File: src/sv/rtphp_pkg.sv
`timescale 1ns / 1ps
// rtphp_pkg: shared constants for the RTP header parser.
// Used by rtp_header_parser_unit and rtphp_checker; no dependencies.
package rtphp_pkg;

    // fixed RTP header layout
    localparam int unsigned MIN_HEADER_BYTES = 12;
    localparam logic [1:0]  RTP_VERSION      = 2'd2;

    // one-byte-form extension elements
    localparam logic [3:0]  STOP_ELEMENT_ID       = 4'hF;
    localparam int unsigned CAPTURE_ELEMENT_BYTES = 8;
    localparam logic [3:0]  CAPTURE_LEN_CODE      = 4'(CAPTURE_ELEMENT_BYTES - 1);

    // size limit default
    localparam int unsigned MAX_DATAGRAM_BYTES_DEF = 65535;

    // configuration port
    localparam int unsigned CFG_INDEX_W = 1;
    localparam int unsigned CFG_DATA_W  = 16;
    localparam logic [CFG_INDEX_W-1:0] REG_EXT_PROFILE = 1'b0;
    localparam logic [CFG_INDEX_W-1:0] REG_CAPTURE_ID  = 1'b1;

    localparam logic [15:0] EXT_PROFILE_RST = 16'hBEDE;
    localparam logic [3:0]  CAPTURE_ID_RST  = 4'd1;

endpackage

File: src/sv/rtp_header_parser_unit.sv
`timescale 1ns / 1ps
// rtp_header_parser_unit: byte-serial RTP header parser with capture time extraction.
// Depends on rtphp_pkg.
//
// Usage:
//   Byte channel: data_byte/last_byte with byte_valid/byte_stall, one datagram
//   word per byte, last_byte set on the final byte. Result channel: one word
//   per datagram (valid_res ... payload_length) with res_valid/res_stall.
//   Config: cfg_we/cfg_index/cfg_data, written only while the parser is idle (by the
//   user; the block does not enforce it). Throughput: one byte per cycle, sustained,
//   back to back across datagrams, unless a final byte waits behind a stalled result.
// Result path: the final byte passes the input register, then the result
//   register; the per-byte parse and the end-of-datagram checks sit between them.
// Stall: a result waits in the output register while res_stall is high.
//   Non-final bytes keep flowing; byte_stall rises only when a final byte
//   is held in the input register behind a result that has not been taken.
// Reset: clears the parse state, both pipeline valids and restores the
//   config registers (profile 0xBEDE, element id 1).
module rtp_header_parser_unit #(
    parameter int unsigned MAX_DATAGRAM_BYTES = rtphp_pkg::MAX_DATAGRAM_BYTES_DEF
) (
    input  logic                             clk,
    input  logic                             rst_n,
    input  logic                             cfg_we,
    input  logic [rtphp_pkg::CFG_INDEX_W-1:0] cfg_index,
    input  logic [rtphp_pkg::CFG_DATA_W-1:0]  cfg_data,
    input  logic                             byte_valid,
    output logic                             byte_stall,
    input  logic [7:0]                       data_byte,
    input  logic                             last_byte,
    output logic                             res_valid,
    input  logic                             res_stall,
    output logic                             valid_res,
    output logic [15:0]                      sequence_number,
    output logic [31:0]                      rtp_timestamp,
    output logic [31:0]                      source_id,
    output logic [6:0]                       media_type,
    output logic                             marker,
    output logic [63:0]                      capture_time,
    output logic [15:0]                      media_offset,
    output logic [15:0]                      payload_length
);
    import rtphp_pkg::*;

    // config
    logic [15:0] ext_profile_reg;
    logic [3:0]  capture_id_reg;

    // input register
    logic        s1_valid_reg;
    logic [7:0]  s1_byte_reg;
    logic        s1_last_reg;

    // parse state
    logic [15:0] byte_count_reg, byte_count_next;
    logic        too_long_reg, too_long_next;
    logic [7:0]  fhb_reg, fhb_next;
    logic [7:0]  shb_reg, shb_next;
    logic [15:0] seq_reg, seq_next;
    logic [31:0] ts_reg, ts_next;
    logic [31:0] src_reg, src_next;
    logic [15:0] profile_reg, profile_next;
    logic [15:0] ext_words_reg, ext_words_next;
    logic [18:0] pay_start_reg, pay_start_next;
    logic [3:0]  elem_left_reg, elem_left_next;
    logic        elem_match_reg, elem_match_next;
    logic        elem_active_reg, elem_active_next;
    logic        walk_stop_reg, walk_stop_next;
    logic [63:0] cap_shift_reg, cap_shift_next;
    logic [63:0] cap_hold_reg, cap_hold_next;
    logic        fault_reg, fault_next;

    // result register
    logic        res_valid_reg;
    logic        valid_res_reg;
    logic [15:0] seq_out_reg;
    logic [31:0] ts_out_reg;
    logic [31:0] src_out_reg;
    logic [6:0]  pt_out_reg;
    logic        marker_out_reg;
    logic [63:0] cap_out_reg;
    logic [15:0] off_out_reg;
    logic [15:0] len_out_reg;

    logic        s1_adv;
    logic        byte_accept;
    logic        res_take;

    logic [6:0]  ext_start;
    logic [15:0] idx;
    logic [7:0]  b;

    logic        fin_ok;
    logic [18:0] fin_off;
    logic [18:0] fin_len;

    assign res_take    = res_valid_reg && !res_stall;
    assign s1_adv      = s1_valid_reg && (!s1_last_reg || !res_valid_reg || !res_stall);
    assign byte_stall  = s1_valid_reg && !s1_adv;
    assign byte_accept = byte_valid && !byte_stall;

    assign idx       = byte_count_reg;
    assign b         = s1_byte_reg;
    assign ext_start = 7'(MIN_HEADER_BYTES) + {1'b0, fhb_reg[3:0], 2'b00};

    // per-byte header/extension parse
    always_comb
    begin
        byte_count_next  = byte_count_reg;
        too_long_next    = too_long_reg;
        fhb_next         = fhb_reg;
        shb_next         = shb_reg;
        seq_next         = seq_reg;
        ts_next          = ts_reg;
        src_next         = src_reg;
        profile_next     = profile_reg;
        ext_words_next   = ext_words_reg;
        pay_start_next   = pay_start_reg;
        elem_left_next   = elem_left_reg;
        elem_match_next  = elem_match_reg;
        elem_active_next = elem_active_reg;
        walk_stop_next   = walk_stop_reg;
        cap_shift_next   = cap_shift_reg;
        cap_hold_next    = cap_hold_reg;
        fault_next       = fault_reg;

        if (too_long_reg || byte_count_reg >= 16'(MAX_DATAGRAM_BYTES))
        begin
            too_long_next = 1'b1;
        end
        else
        begin
            byte_count_next = byte_count_reg + 16'd1;
            if (idx == 16'd0)
            begin
                fhb_next = b;
            end
            else if (idx == 16'd1)
            begin
                shb_next = b;
            end
            else if (idx < 16'd4)
            begin
                seq_next = {seq_reg[7:0], b};
            end
            else if (idx < 16'd8)
            begin
                ts_next = {ts_reg[23:0], b};
            end
            else if (idx < 16'(MIN_HEADER_BYTES))
            begin
                src_next = {src_reg[23:0], b};
            end
            else if (!fhb_reg[4] || idx < {9'd0, ext_start})
            begin
                // CSRC list or payload without extension: nothing to keep
            end
            else if (idx < {9'd0, ext_start} + 16'd2)
            begin
                profile_next = {profile_reg[7:0], b};
            end
            else if (idx < {9'd0, ext_start} + 16'd4)
            begin
                ext_words_next = {ext_words_reg[7:0], b};
                if (idx == {9'd0, ext_start} + 16'd3)
                    pay_start_next = {12'd0, ext_start} + 19'd4 + {1'b0, ext_words_next, 2'b00};
            end
            else if ({3'd0, idx} < pay_start_reg && profile_reg == ext_profile_reg
                     && !walk_stop_reg)
            begin
                if (elem_active_reg)
                begin
                    cap_shift_next = {cap_shift_reg[55:0], b};
                    if (elem_left_reg == 4'd0)
                    begin
                        elem_active_next = 1'b0;
                        if (elem_match_reg)
                            cap_hold_next = cap_shift_next;
                    end
                    else
                    begin
                        elem_left_next = elem_left_reg - 4'd1;
                    end
                end
                else if (b == 8'd0)
                begin
                    // padding byte between elements
                end
                else if (b[7:4] == STOP_ELEMENT_ID)
                begin
                    walk_stop_next = 1'b1;
                end
                else if ({3'd0, idx} + {15'd0, b[3:0]} + 19'd2 > pay_start_reg)
                begin
                    // element runs past the extension
                    fault_next     = 1'b1;
                    walk_stop_next = 1'b1;
                end
                else
                begin
                    elem_active_next = 1'b1;
                    elem_left_next   = b[3:0];
                    elem_match_next  = (b[7:4] == capture_id_reg)
                                       && (b[3:0] == CAPTURE_LEN_CODE);
                end
            end
        end
    end

    // end-of-datagram checks, on the state after the final byte
    always_comb
    begin
        logic [18:0] total;
        logic [18:0] off_base;
        logic [18:0] end_v;
        logic        ok;

        total    = {3'd0, byte_count_next};
        off_base = 19'(MIN_HEADER_BYTES) + {13'd0, fhb_next[3:0], 2'b00};
        ok       = !too_long_next && total >= 19'(MIN_HEADER_BYTES)
                   && fhb_next[7:6] == RTP_VERSION && !fault_next;
        fin_off  = off_base;
        end_v    = total;

        if (ok && off_base > total)
            ok = 1'b0;
        if (ok && fhb_next[4])
        begin
            if (off_base + 19'd4 > total)
            begin
                ok = 1'b0;
            end
            else
            begin
                fin_off = pay_start_next;
                if (fin_off > total)
                    ok = 1'b0;
            end
        end
        // padding count is the final byte itself
        if (ok && fhb_next[5])
        begin
            if (b == 8'd0 || {11'd0, b} > end_v - fin_off)
                ok = 1'b0;
            else
                end_v = end_v - {11'd0, b};
        end
        if (ok && fin_off >= end_v)
            ok = 1'b0;

        fin_ok  = ok;
        fin_len = end_v - fin_off;
    end

    always_ff @(posedge clk or negedge rst_n)
    begin
        if (!rst_n)
        begin
            ext_profile_reg <= EXT_PROFILE_RST;
            capture_id_reg  <= CAPTURE_ID_RST;
        end
        else if (cfg_we)
        begin
            case (cfg_index)
                REG_EXT_PROFILE: ext_profile_reg <= cfg_data;
                REG_CAPTURE_ID:  capture_id_reg  <= cfg_data[3:0];
                default:         ;
            endcase
        end
    end

    always_ff @(posedge clk or negedge rst_n)
    begin
        if (!rst_n)
        begin
            s1_valid_reg <= 1'b0;
        end
        else if (byte_accept)
        begin
            s1_valid_reg <= 1'b1;
        end
        else if (s1_adv)
        begin
            s1_valid_reg <= 1'b0;
        end
    end

    always_ff @(posedge clk)
    begin
        if (byte_accept)
        begin
            s1_byte_reg <= data_byte;
            s1_last_reg <= last_byte;
        end
    end

    always_ff @(posedge clk or negedge rst_n)
    begin
        if (!rst_n)
        begin
            byte_count_reg  <= '0;
            too_long_reg    <= 1'b0;
            fhb_reg         <= '0;
            shb_reg         <= '0;
            seq_reg         <= '0;
            ts_reg          <= '0;
            src_reg         <= '0;
            profile_reg     <= '0;
            ext_words_reg   <= '0;
            pay_start_reg   <= '0;
            elem_left_reg   <= '0;
            elem_match_reg  <= 1'b0;
            elem_active_reg <= 1'b0;
            walk_stop_reg   <= 1'b0;
            cap_shift_reg   <= '0;
            cap_hold_reg    <= '0;
            fault_reg       <= 1'b0;
        end
        else if (s1_adv)
        begin
            if (s1_last_reg)
            begin
                // datagram done: back to a clean slate
                byte_count_reg  <= '0;
                too_long_reg    <= 1'b0;
                fhb_reg         <= '0;
                shb_reg         <= '0;
                seq_reg         <= '0;
                ts_reg          <= '0;
                src_reg         <= '0;
                profile_reg     <= '0;
                ext_words_reg   <= '0;
                pay_start_reg   <= '0;
                elem_left_reg   <= '0;
                elem_match_reg  <= 1'b0;
                elem_active_reg <= 1'b0;
                walk_stop_reg   <= 1'b0;
                cap_shift_reg   <= '0;
                cap_hold_reg    <= '0;
                fault_reg       <= 1'b0;
            end
            else
            begin
                byte_count_reg  <= byte_count_next;
                too_long_reg    <= too_long_next;
                fhb_reg         <= fhb_next;
                shb_reg         <= shb_next;
                seq_reg         <= seq_next;
                ts_reg          <= ts_next;
                src_reg         <= src_next;
                profile_reg     <= profile_next;
                ext_words_reg   <= ext_words_next;
                pay_start_reg   <= pay_start_next;
                elem_left_reg   <= elem_left_next;
                elem_match_reg  <= elem_match_next;
                elem_active_reg <= elem_active_next;
                walk_stop_reg   <= walk_stop_next;
                cap_shift_reg   <= cap_shift_next;
                cap_hold_reg    <= cap_hold_next;
                fault_reg       <= fault_next;
            end
        end
    end

    always_ff @(posedge clk or negedge rst_n)
    begin
        if (!rst_n)
        begin
            res_valid_reg <= 1'b0;
        end
        else if (s1_adv && s1_last_reg)
        begin
            res_valid_reg <= 1'b1;
        end
        else if (res_take)
        begin
            res_valid_reg <= 1'b0;
        end
    end

    always_ff @(posedge clk)
    begin
        if (s1_adv && s1_last_reg)
        begin
            valid_res_reg  <= fin_ok;
            seq_out_reg    <= fin_ok ? seq_next : '0;
            ts_out_reg     <= fin_ok ? ts_next : '0;
            src_out_reg    <= fin_ok ? src_next : '0;
            pt_out_reg     <= fin_ok ? shb_next[6:0] : '0;
            marker_out_reg <= fin_ok ? shb_next[7] : 1'b0;
            cap_out_reg    <= fin_ok ? cap_hold_next : '0;
            off_out_reg    <= fin_ok ? fin_off[15:0] : '0;
            len_out_reg    <= fin_ok ? fin_len[15:0] : '0;
        end
    end

    assign res_valid       = res_valid_reg;
    assign valid_res       = valid_res_reg;
    assign sequence_number = seq_out_reg;
    assign rtp_timestamp   = ts_out_reg;
    assign source_id       = src_out_reg;
    assign media_type      = pt_out_reg;
    assign marker          = marker_out_reg;
    assign capture_time    = cap_out_reg;
    assign media_offset    = off_out_reg;
    assign payload_length  = len_out_reg;

endmodule

File: config.mk
export PLATFORM = sky130hd
export DESIGN_NAME = rtp_header_parser_unit
export DESIGN_NICKNAME = d
export VERILOG_FILES = /design/src/sv/rtphp_pkg.sv /design/src/sv/rtp_header_parser_unit.sv
export SDC_FILE = /design/constraint.sdc
export NUM_CORES = 1
export LEC_CHECK = 0
export BUFFER_PORTS_ARGS = -buffer_cell sky130_fd_sc_hd__buf_2
export CAP_MARGIN = 40
export CORE_MARGIN = 4
export CORE_UTILIZATION = 50
export DETAILED_ROUTE_END_ITERATION = 16
export GPL_TIMING_DRIVEN = 0
export PLACE_DENSITY = 0.67
export SKIP_LAST_GASP = 1
export SYNTH_ARGS = -nofsm -noshare
export SYNTH_HDL_FRONTEND = slang
export SYNTH_SLANG_ARGS = --single-unit
export TNS_END_PERCENT = 5
File: constraint.sdc
create_clock -name clk -period 28.1 [get_ports clk]
set_clock_uncertainty 0.15 [all_clocks]
set_input_delay 2.81 -clock clk [delete_from_list [all_inputs] [get_ports clk]]
set_output_delay 2.81 -clock clk [all_outputs]
set_load 0.1 [all_outputs]
==> flow_summary.rst, run 1 <==
.. list-table::
   :header-rows: 1

   * - Metric
     - Value
   * - Highest-count cells in the layout ignoring fill and taps
     - nand2_1 (512), dfrtp_1 (293), a21oi_1 (238)
   * - Master cell of the clock root buffer
     - clkbuf_16
   * - Predominant post-synthesis flop cell
     - dfrtp_1
   * - Number of iterations in the first detailed-routing pass
     - 6
   * - Max-slew violation total from the final report
     - 0
   * - Final Critical Period
     - 15.14 ns
   * - Via total after detailed routing
     - 23040
   * - Layout cell share with drive strength beyond 1
     - 13.98%
   * - Die Span Y
     - 242.4 microns
   * - TritonCTS clock tree
     - yes
   * - Mean routed wirelength per cell
     - 21.81 microns
   * - Overflow after GRT
     - 0
   * - Initial DRC Count
     - 2531
   * - Endpoint required time on the critical path
     - 28.28 ns
   * - Commonest non-fill, non-tap cell in the layout
     - nand2_1
   * - Arr. time, crit path
     - 15.31 ns
   * - Gp weighted congestion
     - 0.9458
   * - Clock insertion delay at the later pin of the skew report
     - 0.61 ns
   * - Count of mapped cells out of synthesis
     - 2805
   * - Final Hold Viols
     - 0
   * - Peak supply drop
     - 0.04413 mV
   * - # resized after CTS
     - 0
   * - Width of the die
     - 242.4 microns
   * - H-Tree Depth
     - 2
   * - Starting utilization of the core area
     - 50.75%
   * - Pwr Density
     - 70.91 nW/um^2
   * - GRT Overall Usage
     - 27.77%
   * - RSZ-0062 raised after global routing
     - false
   * - Mean Syn Cell Area
     - 9.793 sq um
   * - Ratio of final minimum period to clock period
     - 53.86%
   * - Largest stage delay, worst path
     - 0.71 ns
   * - Critical path class
     - reg2reg
   * - Remaining routing DRC violations
     - 0
   * - Highest fanout seen on the critical path
     - 10
   * - Slew at the pin closest to its max-slew limit
     - 0.9563 ns
   * - Filler cell count in the final layout
     - 4639
   * - Maximum count of clock buffers along a single path
     - 3
   * - Sequential cell area
     - 13500 sq um
   * - Number of sinks on the clock net
     - 500
   * - Pin count of the biggest net entering global routing
     - 110
   * - Register bit total from synthesis
     - 500
   * - Total of max-cap violations
     - 0
   * - Global-route wire length before repair
     - 130200 microns
   * - Wire length reported by the detailed router
     - 83470 microns
   * - Type of origin of the critical path
     - flip-flop
   * - Count of buffers from port buffering
     - 217
   * - Slew margin rel.
     - 35.79%
   * - Unique cell type count in the Yosys netlist
     - 93
   * - Multi-input gate area in the final layout
     - 12830 sq um
   * - Number of CTS-inserted buffers
     - 53
   * - Number of buffers inserted by hold repair at cts
     - 0
   * - I/O pin total
     - 218
   * - Worst hold margin
     - 0.3343 ns
   * - Hold crit path type
     - reg2reg
   * - Proportion of synthesized flip-flops having asynchronous set or reset
     - 61.20%
   * - # Post-CTS Setup Buffers
     - 0
   * - Post-layout total power
     - 2228 uW
   * - Placement Cell Area
     - 29610 sq um
   * - Antenna violations before repair
     - 0
   * - Crit-path slowest cell
     - a21boi_0
   * - Max Clock Freq
     - 66.07 MHz
   * - Clock-pin slew on the worst setup and hold paths
     - 0.06 ns
   * - Post-route cell area
     - 31420 sq um
   * - Final total negative setup slack
     - 0 ns
   * - Count of nets left with antenna violations after detail routing
     - 0
   * - Via count of the first global-routing pass
     - 22550
   * - Post-detail-place hpwl
     - 61630 microns
   * - Final setup violation count
     - 0
   * - Netlist area before placement
     - 27470 sq um
   * - Post-synth EDFFs
     - 194
   * - Area growth syn-to-layout
     - 14.38%
   * - Sequential cell area fraction in the yosys report
     - 49.14%
   * - Static Leak
     - 0.01337 uW
   * - Yosys warning total
     - 0
   * - Floorplan Core Area
     - 54130 sq um
   * - Site row count
     - 85
   * - Crit end category
     - flip-flop
   * - Buffers and inverters on the worst path
     - 6
   * - Count of antenna diodes in the layout
     - 0
   * - Layout net count
     - 3277
   * - Synthesized netlist net count
     - 2994
   * - Run status
     - finished, final reports clean
   * - Cell family with the largest share of critical-path delay
     - compound AO/OA/AOI/OAI gates
   * - Die ar.
     - 58760 sq um
   * - Via density per instance
     - 6.019
-- final cells by class --
class / count / share of cell area, %
sequential: 500 / 42.96
multi-input combinational: 2011 / 40.84
clock buffer: 64 / 4.484
timing repair buffer: 228 / 4.026
tap: 696 / 2.771
buffer: 164 / 2.071
inverter: 130 / 1.577
clock inverter: 35 / 1.270
-- logic make-up (layout without fill, tap and decap cells) --
| logic type | count (synthesis) | after routing | share of synthesized area [%] |
|---|---|---|---|
| XOR/XNOR | 93 | 93 | 2.965 |
| AO/OA/AOI/OAI | 801 | 801 | 18.86 |
| flip-flops | 500 | 500 | 49.14 |
| AND/OR/NAND/NOR | 881 | 881 | 14.50 |
| buffers and inverters | 294 | 621 | 4.145 |
| multiplexers | 69 | 69 | 2.769 |
| adder cells (fa/ha/maj) | 165 | 165 | 7.593 |
| other | 2 | 2 | 0.02734 |
-- worst paths after layout --
kind	from	endpoint	slack, ns	depth (start not counted)
setup / recovery	byte_count_reg[0]	rtp_timestamp[8]	12.96	54
max in group asynchronous	rst_n	seq_reg[11]	24.29	3
hold / removal	ts_reg[27]	ts_reg[27]	0.33	2
setup reg to reg	byte_count_reg[0]	rtp_timestamp[8]	12.96	54
min in group asynchronous	rst_n	cap_hold_reg[26]	2.02	1
hold reg to reg	ts_reg[27]	ts_reg[27]	0.33	2
-- routing by layer --
metal	wire length, microns	global-route usage (%)	share of wire, %	up-vias
met5	0	0	0	-
met4	4190	12.60	5.0	0
met3	5363	3.365	6.4	218
met2	38320	43.96	46	894
met1	35590	38.61	43	11340
li1	-	-	-	10590
-- tightest hold or removal path: cells and delay by family (launching register included) --
family / cells / cell delay, ns
flip-flops: 1 / 0.34
AO/OA/AOI/OAI: 1 / 0.06
AND/OR/NAND/NOR: 1 / 0.05
-- power breakdown --
group,switching (uW),internal (uW)
Sequential,76.9,838
Combinational,381,204
Clock,304,424
-- cells in the mapped netlist (19+ instances only) --
cell | n | area (sq um)
nor3_1 | 28 | 140.1
buf_2 | 19 | 95.09
inv_1 | 124 | 465.5
nand4_1 | 29 | 181.4
mux2_2 | 48 | 540.5
nor2_1 | 128 | 480.5
xnor2_1 | 65 | 569.3
a22oi_1 | 34 | 255.2
nor2b_1 | 19 | 118.9
clkbuf_1 | 141 | 529.3
a21boi_0 | 63 | 473.0
xor2_1 | 28 | 245.2
o21ai_0 | 185 | 925.9
a22o_1 | 118 | 1033
edfxtp_1 | 194 | 5826
nand3_1 | 51 | 255.2
ha_1 | 153 | 1914
dfrtp_1 | 293 | 7332
nand2_1 | 512 | 1922
a21oi_1 | 238 | 1191
a21o_1 | 32 | 240.2
-- through the flow --
| step | std cells | util (%) | setup WS (ns) |
|---|---|---|---|
| floorplan | 2805 | - | 17.21 |
| global placement | 3718 | 54.36 | 13.26 |
| finish | 3828 | 58.04 | 12.96 |
| global route | 3828 | 58.04 | 11.97 |
| CTS | 3828 | 58.04 | 13.34 |
| detailed placement | 3729 | 54.70 | 13.42 |
Power figures use the tool's default switching activity.
==> run 2, diff against run 1 <==
- clock period: 28.1 -> 14.3 ns (I/O delays scaled with it)
==> run 2 against run 1 <==
Against the previous run:
- clock power is 96% higher
- register-to-register slack worse by 12 ns
- largest cell class unchanged
- routed wire length is 0.26% higher
==> flow_summary.rst, run 2 (synthesis gave the netlist of run 1 again) <==
.. list-table::
   :header-rows: 1

   * - Metric
     - Value
   * - Total of max-cap violations
     - 0 (unchanged)
   * - Clock-pin slew on the worst setup and hold paths
     - 0.06 ns (about the same)
   * - Crit end category
     - flip-flop
   * - Commonest non-fill, non-tap cell in the layout
     - nand2_1
   * - Antenna violations before repair
     - 0 (unchanged)
   * - Number of buffers inserted by hold repair at cts
     - 0 (unchanged)
   * - Type of origin of the critical path
     - flip-flop
   * - Most prevalent standard cell on the critical path
     - a21oi_1
   * - Multi-input gate area in the final layout
     - 12910 sq um (+0.64%)
   * - Run status
     - finished, final reports clean
   * - Slew margin rel.
     - 36.38% (+0.60 points)
   * - Crit-path slowest cell
     - dfrtp_1
   * - Filler cell count in the final layout
     - 4619 (-0.43%)
   * - Maximum count of clock buffers along a single path
     - 3 (unchanged)
   * - Via total after detailed routing
     - 23070 (+0.10%)
   * - Highest fanout seen on the critical path
     - 10 (unchanged)
   * - Ratio of final minimum period to clock period
     - 93.93% (+40 points)
   * - Pwr Density
     - 139.2 nW/um^2 (+96%)
   * - Sequential cell area
     - 13500 sq um (unchanged)
   * - Area growth syn-to-layout
     - 14.84%
   * - Final setup violation count
     - 0 (unchanged)
   * - Via count of the first global-routing pass
     - 22550 (-0.0044%)
   * - Count of nets left with antenna violations after detail routing
     - 0 (unchanged)
   * - Total instance count after detailed placement
     - 3729 (unchanged)
   * - Max-slew violation total from the final report
     - 0 (unchanged)
   * - GRT Overall Usage
     - 27.78% (about the same)
   * - Starting utilization of the core area
     - 50.75% (unchanged)
   * - Gp weighted congestion
     - 0.9458 (unchanged)
   * - Mean routed wirelength per cell
     - 21.84 microns (+0.16%)
   * - Post-route cell area
     - 31550 sq um (+0.39%)
   * - Die ar.
     - 58760 sq um (unchanged)
   * - Static Leak
     - 0.01343 uW (+0.50%)
   * - Wire length reported by the detailed router
     - 83690 microns (+0.26%)
   * - Number of CTS-inserted buffers
     - 53 (unchanged)
   * - Post-route non-filler standard cell count
     - 3832 (+0.10%)
   * - Floorplan Core Area
     - 54130 sq um (unchanged)
   * - Via density per instance
     - 6.019 (about the same)
   * - Width of the die
     - 242.4 microns (unchanged)
   * - Number of iterations in the first detailed-routing pass
     - 7 (+1)
   * - Count of antenna diodes in the layout
     - 0 (unchanged)
   * - Endpoint required time on the critical path
     - 14.57 ns (-13.71 ns)
   * - Arr. time, crit path
     - 13.70 ns (-1.61 ns)
   * - Number of sinks on the clock net
     - 500 (unchanged)
   * - Layout net count
     - 3281 (+0.12%)
   * - I/O pin total
     - 218 (unchanged)
   * - Initial DRC Count
     - 2486 (-1.8%)
   * - Critical path class
     - reg2reg
   * - Post-detail-place hpwl
     - 61630 microns (unchanged)
   * - Largest stage delay, worst path
     - 0.54 ns (-0.17 ns)
   * - Master cell of the clock root buffer
     - clkbuf_16
   * - Count of buffers from port buffering
     - 217 (unchanged)
   * - Final Hold Viols
     - 0 (unchanged)
   * - Die Span Y
     - 242.4 microns (unchanged)
   * - Global-route wire length before repair
     - 130200 microns (about the same)
   * - Hold crit path type
     - reg2reg
   * - Placement Cell Area
     - 29610 sq um (unchanged)
   * - Pin count of the biggest net entering global routing
     - 110 (unchanged)
   * - Remaining routing DRC violations
     - 0 (unchanged)
   * - Slew at the pin closest to its max-slew limit
     - 0.9469 ns (-0.009382 ns)
   * - Max Clock Freq
     - 74.45 MHz (+13%)
   * - Worst hold margin
     - 0.3326 ns (-0.001673 ns)
   * - RSZ-0062 raised after global routing
     - false
   * - Final Critical Period
     - 13.43 ns (-1.703 ns)
   * - Site row count
     - 85 (unchanged)
   * - Overflow after GRT
     - 0 (unchanged)
   * - Peak supply drop
     - 0.08798 mV (+99%)
   * - H-Tree Depth
     - 2 (unchanged)
   * - TritonCTS clock tree
     - yes
   * - Layout cell share with drive strength beyond 1
     - 14.70% (+0.72 points)
   * - Clock insertion delay at the later pin of the skew report
     - 0.62 ns (about the same)
   * - Highest-count cells in the layout ignoring fill and taps
     - nand2_1 (512), dfrtp_1 (293), a21oi_1 (236)
[run 2: cell count changes in the layout (fill, tap and decap cells not counted), sizes merged]
cell / delta
clkbuf: +1
buf: +3
[run 2: final cells by class]
type | count | share of cell area [%]
buffer | 164 | 2.098
clock buffer | 64 | 4.466
clock inverter | 35 | 1.265
inverter | 130 | 1.571
multi-input combinational | 2011 | 40.94
sequential | 500 | 42.79
tap | 696 | 2.761
timing repair buffer | 232 | 4.105
[run 2: per-layer routing]
layer / routed length, microns / GRT usage, % / vias to the layer above
met4: 3966 / 12.60 / 0
met3: 5684 / 3.365 / 206
met5: 0 / 0 / -
li1: - / - / 10590
met1: 35630 / 38.62 / 11290
met2: 38410 / 43.96 / 987
[run 2: timing repair]
item,CTS,global route
cloned,0,0
pin swaps,0,1
buffers inserted,0,4
resized for setup,5,27
setup endpoints to repair,174,185
[run 2: power by group]
part	internal, uW	total, uW	switching (uW)
Sequential	1650	1800	152
Combinational	405	1160	754
Clock	833	1430	600
Total	2880	4390	1510
[run 2: path summary, 6_finish.rpt]
path | startpoint | slack (ns) | to | cells past startpoint
min | ts_reg[27] | 0.33 | ts_reg[27] | 2
min reg2reg | ts_reg[27] | 0.33 | ts_reg[27] | 2
min in group asynchronous | rst_n | 0.64 | cap_hold_reg[26] | 1
max in group asynchronous | rst_n | 11.85 | seq_reg[14] | 3
max | byte_count_reg[0] | 0.87 | capture_time[47] | 55
max reg2reg | byte_count_reg[0] | 0.87 | capture_time[47] | 55
[run 2: per-stage QoR]
stage | TNS [ns] | total power, uW | util (%) | setup slack (ns)
after floorplan | 0 | 2634 | - | 3.415
after global placement | -50.29 | 2909 | 54.36 | -0.5450
after detailed placement | -32.31 | 2951 | 54.70 | -0.3769
after CTS | 0 | 4388 | 58.07 | 0.1174
after global routing | 0 | 4614 | 58.27 | 0.05137
final | 0 | 4391 | 58.27 | 0.8676
[run 2: critical path, delay by kind of cell, from the launching register on]
kind	cells	cell delay [ns]
xor+xnor	4	0.87
buf+inv	7	1.76
fa+ha+maj	7	2.23
flops	1	0.54
simple gates	14	2.48
mux	1	0.11
compound gates	22	5.05
